### config.mk
export PLATFORM = sky130hd
export DESIGN_NAME = crt_ram
export DESIGN_NICKNAME = d
export VERILOG_FILES = /design/src/hdl/crt_ram.sv
export SDC_FILE = /design/constraint.sdc
export NUM_CORES = 1
export LEC_CHECK = 0
export ABC_AREA = 1
export CAP_MARGIN = 20
export CORE_MARGIN = 2
export CORE_UTILIZATION = 28
export CTS_CLUSTER_DIAMETER = 80
export DETAILED_ROUTE_END_ITERATION = 6
export DONT_BUFFER_PORTS = 1
export GPL_TIMING_DRIVEN = 1
export REMOVE_ABC_BUFFERS = 1
export SYNTH_ARGS = -nofsm -noshare
export SYNTH_HDL_FRONTEND = slang
export SYNTH_SLANG_ARGS = --single-unit
export TNS_END_PERCENT = 1
### constraint.sdc
create_clock -name i_clk -period 1.3 [get_ports i_clk]
set_input_delay 0.13 -clock i_clk [delete_from_list [all_inputs] [get_ports i_clk]]
set_output_delay 0.13 -clock i_clk [all_outputs]
set_load 0.01 [all_outputs]
### src/hdl/crt_ram.sv
// Generic single-port-write, single-port-read RAM with registered read data.
module crt_ram #(
    parameter int unsigned WIDTH = 8,
    parameter int unsigned DEPTH = 16,
    localparam int unsigned AW = (DEPTH > 1) ? $clog2(DEPTH) : 1
) (
    input  logic             i_clk,
    input  logic             i_we,
    input  logic [AW-1:0]    i_waddr,
    input  logic [WIDTH-1:0] i_wdata,
    input  logic [AW-1:0]    i_raddr,
    output logic [WIDTH-1:0] o_rdata
);

    logic [WIDTH-1:0] r_mem [DEPTH];
    logic [WIDTH-1:0] r_rdata;

    always_ff @(posedge i_clk) begin
        if (i_we) begin
            r_mem[i_waddr] <= i_wdata;
        end
        r_rdata <= r_mem[i_raddr];
    end

    assign o_rdata = r_rdata;

endmodule

# After elaboration in Yosys (flattened, before gate mapping)
# Memory sizes are Yosys's and may differ from the RTL's. A register that Yosys moved wholly into a read port is not among the register bits.
# Index checks and enable logic that the tools add are counted.
word_totals:
  ff_bits: 0
  mem_bits_rw: 128
  in_bits: 18
  output_inout_bits: 8
  elab_cells: 3
  n_memories: 1
op_classes:
  n_mux: 2
memory_table:
  columns: ["name", "depth", "width", "rd", "rd_ports_with_merged_regs", "wr", "line", "source"]
  rows:
  - ["r_mem", 16, 8, 1, 1, 1, "15", "logic [WIDTH-1:0] r_mem [DEPTH];"]
op_table:
  columns: ["op", "n"]
  rows:
  - ["$mux 1", 2]

# Logic depth before layout (Yosys ltp)
logic_depth:
  depth_word: 2
  ltp_mapped: 8
  ltp_nobuf: 7

# Worst setup path before layout
# Ideal clock, no wire load.
synth_path:
  path_type: "input-to-reg"
  startpoint: "in i_waddr[2]"
  endpoint: "mem r_mem[10][0], enable pin"
  setup_ns: 0.370
  t_arrival_ns: 0.711
  t_required_ns: 0.930
  setup_slack_ns: 0.219
  stages: 2
  n_path_buf: 0
  path_cell_list: "nand3b_1 -> nor2_1"
synth_rtl:
  columns: ["item", "line", "source"]
  rows:
  - ["start: declaration", "9", "input logic [AW-1:0] i_waddr,"]
  - ["end: declaration", "15", null]
# Straight into the memory's write port.

==> results.yml <==
status:
  status: "complete, no violations"
clocking:
  cts_sinks: 136
  clkLatencyLatePin_ps: 420
  cts_max_level: 4
  cts_resized: 0
  clockRootBuffer: "clkbuf_16"
  cts_max_path_buffers: 2
  cts_tree: "done"
  cts_buffers: 17
  clk_pin_slew_ps: 60
floorplanning:
  dieWidth_um: 147.5
  core_area_um2: 20230
  dieHeight_um: 147.5
  pin_count: 26
  rows: 52
  start_util_pct: 28.50
  die_area_um2: 21760
finish:
  diodes: 0
  stdcell_area_um2: 6838
  final_cell_count_no_fill: 859
  nets: 594
  final_cell_mix: "nand2_1, edfxtp_1, inv_1"
  area_delta_synth_final_pct: 18.57
  layout_commonest_cell: "nand2_1"
  drive_above_1_share_pct: 8.659
place:
  portBuffers: 0
  hpwl_um: 8321
  dpl_cell_area_um2: 6118
  dp.cells: 816
  gp_congestion: 0.7876
timing:
  tightest_slew_ps: 850.0
  hold_violations: 0
  skew_ps: 7.614
  slew-limit-headroom_pct: 43.15
  period_share_pct: 87.51
  finalSetupViolations: 0
  rsz0062_at_grt: "false"
  fin_crit_ps: 1138
  tns_ps: 0
  drv_slew: 0
  fmax_mhz: 879.0
power:
  p_leak_uw: 0.002869
  internal-power_uw: 8242
  clock_power_share_pct: 47.3
  comb_power_share_pct: 5.0
  p_sw_share_pct: 20.75
  seqPwrFrac_pct: 47.8
  ir_worst_vdd_uv: 1029
  p_per_area_nw_per_um2: 1521
  p_sw_uw: 2157
grt:
  grt_pass1_wl_um: 21240
  grt_pass1_vias: 3598
  antenna_found_initial: 0
  grtUsageTotal_pct: 13.31
  overflow: 0
  grt_max_degree: 66
setup_path:
  crit_fanout: 12
  start_kind: "input port"
  critPathArrivalTime_ps: 1440
  cp-end-kind: "register"
  cp.required_ps: 1600
  critical_path_class: "in2reg"
synthesis:
  ys_seq_elements: 136
  ys_seq_area_share_pct: 69.43
  syn_area_per_cell_um2: 10.47
  syn_area_um2: 5767
  yosysWarnings: 0
  yosysUniqueCellTypes: 12
  synthCells: 551
routing:
  vias_per_cell: 4.345
  dr.pass1.iters: 7
  wl_per_cell_um: 15.97
  first_iter_violations: 413
  drc: 0
  vias: 3732
  wl_um: 13720
  drtAntennaViolNets: 0
hold_path:
  worstHoldPathType: "in2reg"
job:
  maxCapViolations: 0
==> registers in the layout, indices dropped and copies added, names as in the netlist <==
name and cells:
o_rdata 8, r_mem 128
==> layer usage <==
layer / routed length (µm) / part of all wire, % / global-route usage, % / up-vias
met4: 316 / 2.3 / 5.865 / 0
li1: - / - / - / 1824
met2: 6439 / 47 / 20.86 / 139
met3: 863 / 6.3 / 3.642 / 20
met5: 0 / 0 / 0 / -
met1: 6097 / 44 / 17.32 / 1749
==> through the flow <==
stage	util [%]	total power [µW]	hold WS [ps]	worst slack, ps
2_1_floorplan	-	5295	228.9	189.5
3_3_place_gp	30.24	5457	229.8	268.9
3_5_place_dp	30.24	5462	229.7	239.8
4_1_cts	33.79	10500	3.603	150.1
5_1_grt	33.79	10730	35.02	90.00
6_report	33.79	10400	25.86	162.4
==> synthesized netlist by cell type <==
master	number	area, µm²
inv_1	100	375.4
nand2_1	173	649.4
buf_6	6	67.56
nor2_1	17	63.81
buf_1	1	3.750
edfxtp_1	128	3844
buf_4	4	30.03
nand3_1	97	485.5
nand3b_1	2	15.01
inv_2	2	7.510
buf_2	13	65.06
dfxtp_1	8	160.2
==> cells by family (layout without fill, tap and decap cells) <==
group                  count (synthesis)  count (layout)  share of synthesized area (%)
buffers and inverters                126             164                          9.525
DFF                                  136             136                          69.43
and+or+nand+nor                      289             289                          21.05
==> power by group through the flow <==
stage / clock, µW / sequential [µW] / combinational (µW)
finish: 4910 / 4970 / 516
global route: 5180 / 4980 / 577
CTS: 5000 / 4970 / 523
detailed placement: 0 / 5060 / 400
global placement: 0 / 5060 / 396
floorplan: 0 / 5030 / 265
==> final cells by class <==
cell class              count  area [µm²]
fillers                  1982       13400
flip-flops and latches    136        4004
multi-input cells         289        1214
clock buffers              17       425.4
inverters                 102       382.9
well taps                 270       337.8
repair buffers             30       290.3
clock inverters            15       183.9
==> timing repair <==
item,in CTS,in global routing
hold buffers,11,0
endpoints found under the hold margin,136,0
setup buffers,0,0
endpoints found under the setup margin,0,0
==> critical path, cell delays in order <==
cell and delay (ps):
dlygate4sd3_1 920, nand3_1 170, nand3_1 120, nand2_1 90
==> final timing paths <==
kind,cells after the start,endpoint,start,slack [ps]
setup / recovery,4,o_rdata[3]$_DFF_P_,i_raddr[2],160
hold / removal,3,o_rdata[6]$_DFF_P_,i_raddr[3],30
setup reg to reg,6,o_rdata[5]$_DFF_P_,r_mem[7][5]$_DFFE_PP_,280
hold reg to reg,6,o_rdata[6]$_DFF_P_,r_mem[10][6]$_DFFE_PP_,670
No activity file was read; power rests on OpenSTA's default activity.
